<file path="config.mk">
export PLATFORM = sky130hd
export DESIGN_NAME = hdlc_bit_stuffing_framer_top
export DESIGN_NICKNAME = d
export VERILOG_FILES = /design/src/hbsf_pkg.sv /design/src/hbsf_front.sv /design/src/hbsf_cmd_fifo.sv /design/src/hbsf_back.sv /design/src/hdlc_bit_stuffing_framer_top.sv
export VERILOG_INCLUDE_DIRS = /design/src /design/src/src
export SDC_FILE = /design/constraint.sdc
export NUM_CORES = 1
export LEC_CHECK = 0
export ABC_AREA = 1
export BUFFER_PORTS_ARGS = -buffer_cell sky130_fd_sc_hd__buf_2
export CAP_MARGIN = 20
export CORE_ASPECT_RATIO = 1.2
export CORE_MARGIN = 2
export CORE_UTILIZATION = 29
export CTS_BUF_LIST = sky130_fd_sc_hd__clkbuf_8
export DETAILED_ROUTE_END_ITERATION = 8
export PLACE_DENSITY = 0.49
export SLEW_MARGIN = 30
export SYNTH_ARGS = -nofsm -noshare
export SYNTH_HDL_FRONTEND = slang
export SYNTH_SLANG_ARGS = --single-unit
</file>
<file path="constraint.sdc">
create_clock -name clock -period 8.75 [get_ports clock]
set_clock_uncertainty 0.15 [all_clocks]
set_input_delay 0.875 -clock clock [delete_from_list [all_inputs] [get_ports clock]]
set_output_delay 0.875 -clock clock [all_outputs]
set_load 0.02 [all_outputs]
</file>
<file path="src/hdlc_bit_stuffing_framer_top_defines.svh">
// ----------------------------------------------------------------------------
// HDLC framer assertion macros
// Shared assertion forms for the framer; each use stands on a line of its own.
// ----------------------------------------------------------------------------
`ifndef HDLC_BIT_STUFFING_FRAMER_TOP_DEFINES_SVH
`define HDLC_BIT_STUFFING_FRAMER_TOP_DEFINES_SVH

// Same-cycle implication, checked outside reset.
`define HBSF_ASSERT_NOW(lbl, clk, rst, ante, cons, msg) \
   lbl: assert property (@(posedge clk) disable iff (rst) (ante) |-> (cons)) \
      else $error(msg);

// Next-cycle implication, checked outside reset.
`define HBSF_ASSERT_NEXT(lbl, clk, rst, ante, cons, msg) \
   lbl: assert property (@(posedge clk) disable iff (rst) (ante) |=> (cons)) \
      else $error(msg);

`endif

</file>
<file path="src/hbsf_pkg.sv">
// ----------------------------------------------------------------------------
// HDLC framer package
// Shared constants, byte command type and CRC-16/X.25 byte update.
// ----------------------------------------------------------------------------
package hbsf_pkg;

   localparam logic [7:0]  FLAG_VALUE = 8'h7E;
   localparam logic [15:0] CRC_POLY   = 16'h8408;
   localparam logic [15:0] CRC_INIT   = 16'hFFFF;
   localparam logic [4:0]  ONES_RUN   = 5'h1F;
   localparam logic [7:0]  TRAIN_RESET = 8'h55;
   localparam int unsigned TRAIN_COUNT = 3;
   localparam int unsigned CMD_DEPTH   = 4;
   localparam int unsigned CMD_PTR_W   = $clog2(CMD_DEPTH);

   typedef enum logic [1:0] {
      STUFF_NONE  = 2'd0,
      STUFF_ALL   = 2'd1,
      STUFF_FIRST = 2'd2
   } stuff_mode_type;

   // One framed byte for the back end
   typedef struct packed {
      logic [7:0]     value;
      stuff_mode_type mode;
      logic           start;
      logic           eop;
      logic           done;
   } cmd_type;

   function automatic logic [15:0] crc_byte(input logic [15:0] crc_i,
                                            input logic [7:0]  data_i);
      logic [15:0] crc;
      crc = crc_i ^ {8'h00, data_i};
      for (int k = 0; k < 8; k++) begin
         if (crc[0]) begin
            crc = (crc >> 1) ^ CRC_POLY;
         end else begin
            crc = crc >> 1;
         end
      end
      return crc;
   endfunction

endpackage

</file>
<file path="src/hbsf_front.sv">
// ----------------------------------------------------------------------------
// HDLC framer front end
// Takes payload bytes, runs CRC; one byte command per cycle unless cmd_full.
// ----------------------------------------------------------------------------
module hbsf_front (
   input  logic            clock,
   input  logic            reset,
   input  logic            req_push,
   output logic            req_full,
   input  logic [7:0]      req_payload_byte,
   input  logic            req_last_byte,
   input  logic [7:0]      training_byte,
   output logic            cmd_push,
   output hbsf_pkg::cmd_type cmd_data,
   input  logic            cmd_full
);
   import hbsf_pkg::*;

   typedef enum logic [6:0] {
      PH_TRAIN  = 7'b0000001,
      PH_FLAG   = 7'b0000010,
      PH_DATA   = 7'b0000100,
      PH_CRC_LO = 7'b0001000,
      PH_CRC_HI = 7'b0010000,
      PH_CLOSE  = 7'b0100000,
      PH_ZERO   = 7'b1000000
   } phase_type;

   localparam int unsigned TCNT_W = $clog2(TRAIN_COUNT);

   phase_type         phase_ff, phase_in;
   logic              pend_ff, pend_in;
   logic              in_packet_ff, in_packet_in;
   logic [15:0]       crc_ff, crc_in;
   logic [7:0]        data_ff;
   logic              last_ff;
   logic [TCNT_W-1:0] tcnt_ff, tcnt_in;
   logic              final_step;
   logic              accept;
   cmd_type           cmd;

   // Build the command for the current phase
   always_comb begin
      cmd        = '0;
      final_step = 1'b0;
      unique case (phase_ff)
         PH_TRAIN: begin
            cmd.value = training_byte;
            cmd.mode  = (training_byte == FLAG_VALUE) ? STUFF_NONE : STUFF_ALL;
            cmd.start = (tcnt_ff == '0);
         end
         PH_FLAG: begin
            cmd.value = FLAG_VALUE;
            cmd.mode  = STUFF_NONE;
         end
         PH_DATA: begin
            cmd.value  = data_ff;
            cmd.mode   = STUFF_ALL;
            cmd.done   = !last_ff;
            final_step = !last_ff;
         end
         PH_CRC_LO: begin
            cmd.value = ~crc_ff[7:0];
            cmd.mode  = STUFF_ALL;
         end
         PH_CRC_HI: begin
            cmd.value = ~crc_ff[15:8];
            cmd.mode  = STUFF_ALL;
         end
         PH_CLOSE: begin
            cmd.value = FLAG_VALUE;
            cmd.mode  = STUFF_FIRST;
         end
         PH_ZERO: begin
            cmd.value  = 8'h00;
            cmd.mode   = STUFF_ALL;
            cmd.eop    = 1'b1;
            cmd.done   = 1'b1;
            final_step = 1'b1;
         end
         default: begin
            cmd = '0;
         end
      endcase
   end

   assign cmd_push = pend_ff && !cmd_full;
   assign cmd_data = cmd;
   assign req_full = pend_ff && !(cmd_push && final_step);
   assign accept   = req_push && !req_full;

   always_comb begin
      phase_in     = phase_ff;
      tcnt_in      = tcnt_ff;
      pend_in      = pend_ff;
      in_packet_in = in_packet_ff;
      crc_in       = crc_ff;
      if (cmd_push) begin
         unique case (phase_ff)
            PH_TRAIN: begin
               if (tcnt_ff == TCNT_W'(TRAIN_COUNT - 1)) begin
                  phase_in = PH_FLAG;
               end else begin
                  tcnt_in = tcnt_ff + 1'b1;
               end
            end
            PH_FLAG:   phase_in = PH_DATA;
            PH_DATA:   phase_in = PH_CRC_LO;
            PH_CRC_LO: phase_in = PH_CRC_HI;
            PH_CRC_HI: phase_in = PH_CLOSE;
            PH_CLOSE:  phase_in = PH_ZERO;
            PH_ZERO:   phase_in = PH_ZERO;
            default:   phase_in = PH_DATA;
         endcase
         if (final_step) begin
            pend_in = 1'b0;
         end
      end
      if (accept) begin
         pend_in      = 1'b1;
         tcnt_in      = '0;
         phase_in     = in_packet_ff ? PH_DATA : PH_TRAIN;
         in_packet_in = !req_last_byte;
         crc_in       = crc_byte(in_packet_ff ? crc_ff : CRC_INIT, req_payload_byte);
      end
   end

   always_ff @(posedge clock) begin
      if (reset) begin
         phase_ff     <= PH_DATA;
         tcnt_ff      <= '0;
         pend_ff      <= 1'b0;
         in_packet_ff <= 1'b0;
      end else begin
         phase_ff     <= phase_in;
         tcnt_ff      <= tcnt_in;
         pend_ff      <= pend_in;
         in_packet_ff <= in_packet_in;
      end
   end

   always_ff @(posedge clock) begin
      crc_ff <= crc_in;
      if (accept) begin
         data_ff <= req_payload_byte;
         last_ff <= req_last_byte;
      end
   end

endmodule

</file>
<file path="src/hbsf_cmd_fifo.sv">
// ----------------------------------------------------------------------------
// HDLC framer command queue
// Short queue of byte commands between the front and back ends.
// ----------------------------------------------------------------------------
module hbsf_cmd_fifo (
   input  logic              clock,
   input  logic              reset,
   input  logic              push,
   input  hbsf_pkg::cmd_type push_data,
   output logic              full,
   input  logic              pop,
   output hbsf_pkg::cmd_type pop_data,
   output logic              empty
);
   import hbsf_pkg::*;

   cmd_type              mem_ff [CMD_DEPTH];
   logic [CMD_PTR_W-1:0] wr_ptr_ff, wr_ptr_in;
   logic [CMD_PTR_W-1:0] rd_ptr_ff, rd_ptr_in;
   logic [CMD_PTR_W:0]   count_ff, count_in;
   logic                 do_push, do_pop;

   assign full     = (count_ff == (CMD_PTR_W + 1)'(CMD_DEPTH));
   assign empty    = (count_ff == '0);
   assign do_push  = push && !full;
   assign do_pop   = pop && !empty;
   assign pop_data = mem_ff[rd_ptr_ff];

   always_comb begin
      wr_ptr_in = do_push ? wr_ptr_ff + 1'b1 : wr_ptr_ff;
      rd_ptr_in = do_pop ? rd_ptr_ff + 1'b1 : rd_ptr_ff;
      count_in  = count_ff + {{CMD_PTR_W{1'b0}}, do_push}
                           - {{CMD_PTR_W{1'b0}}, do_pop};
   end

   always_ff @(posedge clock) begin
      if (reset) begin
         wr_ptr_ff <= '0;
         rd_ptr_ff <= '0;
         count_ff  <= '0;
      end else begin
         wr_ptr_ff <= wr_ptr_in;
         rd_ptr_ff <= rd_ptr_in;
         count_ff  <= count_in;
      end
   end

   always_ff @(posedge clock) begin
      if (do_push) begin
         mem_ff[wr_ptr_ff] <= push_data;
      end
   end

endmodule

</file>
<file path="src/hbsf_back.sv">
// ----------------------------------------------------------------------------
// HDLC framer back end
// Stuffs, NRZI-codes one byte command per cycle into a free result register.
// ----------------------------------------------------------------------------
module hbsf_back (
   input  logic              clock,
   input  logic              reset,
   input  logic              cmd_empty,
   input  hbsf_pkg::cmd_type cmd_data,
   output logic              cmd_pop,
   output logic              rsp_empty,
   input  logic              rsp_pop,
   output logic [9:0]        rsp_line_bits,
   output logic [3:0]        rsp_bit_count,
   output logic              rsp_end_of_packet,
   output logic              rsp_item_done
);
   import hbsf_pkg::*;

   typedef struct packed {
      logic [9:0] bits;
      logic [3:0] count;
      logic [4:0] recent;
      logic       level;
   } coded_type;

   function automatic coded_type code_byte(input logic [7:0]     value,
                                           input stuff_mode_type mode,
                                           input logic [4:0]     recent_i,
                                           input logic           level_i);
      coded_type r;
      logic      may;
      r.bits   = '0;
      r.count  = '0;
      r.recent = recent_i;
      r.level  = level_i;
      for (int j = 0; j < 8; j++) begin
         may = (mode == STUFF_ALL) || ((mode == STUFF_FIRST) && (j == 0));
         if (may && (r.recent == ONES_RUN)) begin
            r.level         = ~r.level;
            r.bits[r.count] = r.level;
            r.count         = r.count + 1'b1;
            r.recent        = {r.recent[3:0], 1'b0};
         end
         if (!value[j]) begin
            r.level = ~r.level;
         end
         r.bits[r.count] = r.level;
         r.count         = r.count + 1'b1;
         r.recent        = {r.recent[3:0], value[j]};
      end
      return r;
   endfunction

   logic       out_valid_ff, out_valid_in;
   logic [4:0] recent_ff, recent_in;
   logic       level_ff, level_in;
   logic [4:0] recent_start;
   logic       level_start;
   coded_type  coded;

   // Restart line state on the first byte of a packet
   assign recent_start = cmd_data.start ? 5'd0 : recent_ff;
   assign level_start  = cmd_data.start ? 1'b1 : level_ff;
   assign coded        = code_byte(cmd_data.value, cmd_data.mode, recent_start, level_start);

   assign cmd_pop   = !cmd_empty && (!out_valid_ff || rsp_pop);
   assign rsp_empty = !out_valid_ff;

   always_comb begin
      out_valid_in = out_valid_ff;
      recent_in    = recent_ff;
      level_in     = level_ff;
      if (rsp_pop) begin
         out_valid_in = 1'b0;
      end
      if (cmd_pop) begin
         out_valid_in = 1'b1;
         recent_in    = coded.recent;
         level_in     = coded.level;
      end
   end

   always_ff @(posedge clock) begin
      if (reset) begin
         out_valid_ff <= 1'b0;
         recent_ff    <= '0;
         level_ff     <= 1'b1;
      end else begin
         out_valid_ff <= out_valid_in;
         recent_ff    <= recent_in;
         level_ff     <= level_in;
      end
   end

   always_ff @(posedge clock) begin
      if (cmd_pop) begin
         rsp_line_bits     <= coded.bits;
         rsp_bit_count     <= coded.count;
         rsp_end_of_packet <= cmd_data.eop;
         rsp_item_done     <= cmd_data.done;
      end
   end

endmodule

</file>
<file path="src/hdlc_bit_stuffing_framer_top.sv">
// ----------------------------------------------------------------------------
// HDLC bit-stuffing framer, top level
// Frames payload bytes into NRZI-coded, bit-stuffed AIS/HDLC line bytes.
// ----------------------------------------------------------------------------
// Push payload bytes with req_last_byte marking the final byte of a packet;
// pop one framed byte per result, its line bits LSB first in rsp_line_bits
// with rsp_bit_count (8 to 10) valid bits. The first byte of a packet yields
// three training bytes, the opening flag and the byte itself (5 results); a
// middle byte yields 1 result; the last byte adds the two CRC bytes, the
// closing flag and a trailing zero byte marked by rsp_end_of_packet. A
// one-byte packet gives 9 results. rsp_item_done flags the last result of
// each pushed byte. Throughput is one framed byte per clock when input
// and output do not stall: the front sequencer issues one byte command
// per cycle into a four-entry command queue while it has room, and the
// back end stuffs and codes one command per cycle while its result register
// is empty or popped. A pushed byte is registered in the front end, the
// command queue and the result register in turn. Write csr_training_byte
// only while the block is idle; it takes effect at the next packet start.
// ----------------------------------------------------------------------------
`include "hdlc_bit_stuffing_framer_top_defines.svh"

module hdlc_bit_stuffing_framer_top (
   input  logic       clock,
   input  logic       reset,
   // input channel
   input  logic       req_push,
   output logic       req_full,
   input  logic [7:0] req_payload_byte,
   input  logic       req_last_byte,
   // result channel
   output logic       rsp_empty,
   input  logic       rsp_pop,
   output logic [9:0] rsp_line_bits,
   output logic [3:0] rsp_bit_count,
   output logic       rsp_end_of_packet,
   output logic       rsp_item_done,
   // configuration
   input  logic       csr_wr_en,
   input  logic [7:0] csr_training_byte
);
   import hbsf_pkg::*;

   logic [7:0] training_ff;
   logic       cmd_push;
   logic       cmd_full;
   logic       cmd_empty;
   logic       cmd_pop;
   cmd_type    cmd_wr_data;
   cmd_type    cmd_rd_data;

   // Training byte register; hold until rewritten
   always_ff @(posedge clock) begin
      if (reset) begin
         training_ff <= TRAIN_RESET;
      end else if (csr_wr_en) begin
         training_ff <= csr_training_byte;
      end
   end

   // Front: accept payload bytes, update CRC, expand into byte commands
   hbsf_front u_front (
      .clock            (clock),
      .reset            (reset),
      .req_push         (req_push),
      .req_full         (req_full),
      .req_payload_byte (req_payload_byte),
      .req_last_byte    (req_last_byte),
      .training_byte    (training_ff),
      .cmd_push         (cmd_push),
      .cmd_data         (cmd_wr_data),
      .cmd_full         (cmd_full)
   );

   // Queue: decouple command issue from coding so either side may stall
   hbsf_cmd_fifo u_cmd_fifo (
      .clock     (clock),
      .reset     (reset),
      .push      (cmd_push),
      .push_data (cmd_wr_data),
      .full      (cmd_full),
      .pop       (cmd_pop),
      .pop_data  (cmd_rd_data),
      .empty     (cmd_empty)
   );

   // Back: stuff, NRZI-code and register each framed byte
   hbsf_back u_back (
      .clock             (clock),
      .reset             (reset),
      .cmd_empty         (cmd_empty),
      .cmd_data          (cmd_rd_data),
      .cmd_pop           (cmd_pop),
      .rsp_empty         (rsp_empty),
      .rsp_pop           (rsp_pop),
      .rsp_line_bits     (rsp_line_bits),
      .rsp_bit_count     (rsp_bit_count),
      .rsp_end_of_packet (rsp_end_of_packet),
      .rsp_item_done     (rsp_item_done)
   );

   // A framed byte carries 8 data bits plus at most two stuffed zeros
   `HBSF_ASSERT_NOW(a_bit_count_range, clock, reset, !rsp_empty, (rsp_bit_count >= 4'd8) && (rsp_bit_count <= 4'd10), "bit count out of range")
   // Bits beyond the valid count stay zero
   `HBSF_ASSERT_NOW(a_unused_bits_zero, clock, reset, !rsp_empty && (rsp_bit_count != 4'd10), (rsp_line_bits[9] == 1'b0) && ((rsp_bit_count == 4'd9) || (rsp_line_bits[8] == 1'b0)), "line bits set beyond count")
   // The trailing zero byte always closes the transaction
   `HBSF_ASSERT_NOW(a_eop_done, clock, reset, !rsp_empty && rsp_end_of_packet, rsp_item_done, "end of packet without item done")
   // A command popped from the queue lands in the result register
   `HBSF_ASSERT_NEXT(a_pop_fills_result, clock, reset, cmd_pop, !rsp_empty, "popped command lost")

endmodule
</file>
==> reports/metrics.sh <==
SYN_AVG_CELL_AREA_UM2=7.483
FP.DIEH_UM=200.7
SETUP.WORST_PATH.CLASS='reg -> reg'
HOLD_START='u_front.tcnt_ff[0]'
CRITICAL_PATH.STARTPOINT_TYPE='register'
SETUP_CRIT_END_KIND='register'
GRT_FIRST_PASS_WIRELENGTH_UM=40230
MAPPEDNETLISTAREA_UM2=9354
HOLD_PATH_END='u_front.tcnt_ff[0]'
LARGEST_FANOUT_ON_THE_CRITICAL_PATH=18
CLOCK-SINKS=128
HOLD-WORST-SLACK_NS=0.3216
CLOCK_POWER_SHARE=0.156
PERIOD_MINUS_SLACK_NS=7.474
DIE_WIDTH_UM=168.0
COMB_POWER_SHARE=0.566
ROUTE.DETAILED.VIAS_PER_INST=4.863
TRITONCTS.NUM_BUFFERS=17
MAX_CAP_VIOL_COUNT=0
INTERNAL_POWER_W=0.001591
FP.DIEAREA_UM2=33710
GRT_PASS1_VIAS=8155
DESIGN.CORE.AREA_UM2=31980
FINAL_LAYOUT_SIZE_SUFFIX_GT1_FRAC=0.1413
CTS.PATH.MAX_BUFFERS=2
FINAL.FILL_COUNT=3470
CRIT_FAMILY='adder cells'
GRT-BUSIEST-LAYER='met2'
PLACE_INST=1677
SYN2LAYOUT_AREA_GROWTH_PCT=10.93
DRT_ITER0_DRC=505
CLOCK-ROOT-BUFFER='clkbuf_8'
CRIT_PATH_MAX_INCR_DELAY_NS=0.55
R2R-END='u_back.rsp_line_bits[7]'
CLOCK_PIN_SLEW_ON_THE_WORST_SETUP_AND_HOLD_PATHS_NS=0.08
SETUP_VIOL=0
CRITICAL_PATH_ARRIVAL_NS=7.53
LAYOUT.NETS=1345
HTREEDEPTH=4
P_PER_AREA_nW_PER_UM2=311.5
SEQ_POWER_SHARE=0.278
SLEW_VIOL_FINAL=0
GROUTE.USAGE.OVERALL=0.1461
MAX-VDD-IR-DROP_uV=144.3
ANTENNA_VIOLATING_NETS_POST_ROUTE=0
SETUP_TNS_NS=0
SEQ_AREA_FRAC_SYNTH=0.3735
WORST_HOLD_PATH_TYPE='reg -> reg'
DPL_HPWL_UM=18750
USE_MET1=0.1762
TIMING.CRITICAL_PATH.SLOWEST_STAGE_CELL='dfxtp_1'
POWER_LEAKAGE_nW=4.469
RESULT_OF_THE_RUN='finished, final reports clean'
TIGHTESTPINTRANSITION_NS=0.8692
LAYOUT_WORST_PATH_CYCLE_SHARE=0.8541
TOP_LEVEL_PORTS=40
TIMING.FMAX_MHz=133.8
FINALHOLDVIOLATIONS=0
POST_CTS_HOLD_BUFFER_COUNT=0
ROWS=72
POST_CTS_BUFFERS=0
YOSYS_REGISTER_BITS=128
R2R_SETUP_SLACK_NS=1.28
WL_PER_CELL_UM=14.13
DRC_ERRORS=0
FINAL-INSTANCE-COUNT-EXCL-FILL=1709
VIAS=8311
INITIAL_CORE_UTIL=0.2925
MET3_USAGE=0.02050
CP_DATA_REQUIRED_TIME_NS=8.80
GLOBALROUTEMET2UTIL=0.2649
ANTENNA_FOUND_INITIAL=0
CLOCK_TREE_FROM_TRITONCTS='done'
CRIT_PATH_FREQUENT_CELL='inv_1'
POWER.NET_SWITCHING_W=0.001641
FINALWIRELENGTH_UM=24140
SYN-NUM-NETS=1306
CP.BUFFERS_INVERTERS=9
FIRST_PASS_ITERS=5
POST_CTS_RESIZED=0
POST_SYNTH_INST_COUNT=1250
GRT_SETUP_UNREPAIRED='false'
HOLD_PATH_DEPTH=2
P_SW_FRAC=0.5076
MAXSLEWHEADROOM=0.4152
YOSYS.CELL_TYPES.COUNT=54
DIODES=0
GP_CONGESTION=0.8708
IO_BUFFERS=39
WORST_R2R_PATH_DEPTH=37
YOSYS_WARNINGS=0
GRT_MAX_DEGREE=33
GLOBALROUTEOVERFLOWTOTAL=0
CLK-INSERTION-DELAY-LATE_NS=0.44
power by group through the flow:
| stage | combinational, W | clock, W | sequential (W) |
|---|---|---|---|
| 2_1_floorplan | 0.00135 | 0 | 0.000929 |
| 3_3_place_gp | 0.00183 | 0 | 0.000913 |
| 3_5_place_dp | 0.00182 | 0 | 0.000913 |
| 4_1_cts | 0.00183 | 0.000526 | 0.000901 |
| 5_1_grt | 0.00206 | 0.000547 | 0.000911 |
| 6_report | 0.00183 | 0.000506 | 0.000897 |
through the flow:
| stage | setup slack [ns] | power, W | instance area, µm² | util |
|---|---|---|---|---|
| after floorplan | 2.025 | 0.002277 | 9354 | - |
| after global placement | 1.456 | 0.002742 | 9967 | 0.3117 |
| after detailed placement | 1.236 | 0.002736 | 9967 | 0.3117 |
| after CTS | 1.220 | 0.003253 | 10360 | 0.3240 |
| after global routing | 0.5163 | 0.003521 | 10380 | 0.3245 |
| final | 1.276 | 0.003232 | 10380 | 0.3245 |
routing by layer:
metal,share of wire,vias to the layer above,wire length [µm]
met3,0.023,33,554
li1,-,4285,-
met1,0.45,3857,10790
met4,0.020,0,483
met2,0.51,136,12310
met5,0,-,0
sequential cells by signal, indices dropped and copies added, names as in the netlist, 2 cells and up, named ones only:
name                  count
u_cmd_fifo.mem_ff        52
u_front.crc_ff           16
u_front.tcnt_ff           2
u_front.phase_ff          7
u_cmd_fifo.wr_ptr_ff      2
u_front.data_ff           8
u_back.rsp_line_bits     10
u_back.rsp_bit_count      4
training_ff               8
u_cmd_fifo.count_ff       3
u_cmd_fifo.rd_ptr_ff      2
u_back.recent_ff          5
how the worst max path moves through the flow:
stage	from	endpoint	depth (start not counted)
2_1_floorplan	register	u_back.rsp_line_bits[7]	41
3_3_place_gp	register	u_back.rsp_line_bits[7]	36
3_5_place_dp	register	u_back.rsp_line_bits[7]	37
4_1_cts	register	u_back.rsp_line_bits[7]	37
5_1_grt	register	u_back.rsp_line_bits[7]	37
6_report	register	u_back.rsp_line_bits[7]	37
synthesized netlist by cell type, drive strengths merged:
cell type | n | share of area
nand2 | 381 | 0.17
nand3 | 181 | 0.10
inv | 140 | 0.057
nor2 | 138 | 0.068
edfxtp | 93 | 0.30
nand4 | 54 | 0.040
o21ai | 48 | 0.026
dfxtp | 35 | 0.075
a21oi | 32 | 0.017
ha | 32 | 0.043
xor2 | 24 | 0.023
buf | 15 | 0.012
clkbuf | 11 | 0.0044
xnor2 | 10 | 0.011
o22ai | 9 | 0.0060
nor3 | 7 | 0.0060
o211ai | 7 | 0.0056
clkinv | 6 | 0.0024
nor4 | 4 | 0.0027
or2 | 4 | 0.0027
a32o | 3 | 0.0032
a211oi | 2 | 0.0016
a221o | 2 | 0.0021
a221oi | 2 | 0.0019
a31oi | 2 | 0.0013
fa | 2 | 0.0043
a32oi | 1 | 0.00094
nand3b | 1 | 0.0021
nor4b | 1 | 0.00094
o2111ai | 1 | 0.00094
o221ai | 1 | 0.00094
or3 | 1 | 0.00067
worst register-to-register path: cells and delay by family, from the launching register on:
family                   cells  cell delay (ns)
flip-flops                   1             0.55
adder cells (fa/ha/maj)      7             2.41
buffers and inverters        9             1.11
AND/OR/NAND/NOR             17             2.04
AO/OA/AOI/OAI                4             0.99
layout make-up:
class	instances	area [µm²]	area share
clock inverters	13	133.9	0.01290
clock buffers	19	261.5	0.02520
repair buffers	46	247.7	0.02388
multi-input cells	950	5175	0.4987
inverters	146	555.5	0.05354
flip-flops and latches	128	3493	0.3367
well taps	407	509.2	0.04908
cell usage in the layout, fill, tap and decap left out, drive strengths merged, types with 19 or more instances in the layout:
| cell type | n |
|---|---|
| o21ai | 48 |
| xor2 | 24 |
| dfxtp | 35 |
| inv | 146 |
| a21oi | 32 |
| nor2 | 138 |
| nand2 | 381 |
| ha | 32 |
| clkbuf | 19 |
| nand4 | 54 |
| nand3 | 181 |
| buf | 46 |
| edfxtp | 93 |
logic make-up (layout without fill, tap and decap cells):
logic type,count (synthesis),in the layout,synth area share
buf+inv,172,224,0.07531
fa+ha+maj,34,34,0.04708
compound gates,110,110,0.06782
flops,128,128,0.3735
xor+xnor,34,34,0.03465
simple gates,772,772,0.4017
(Power assumes the default switching activity.)
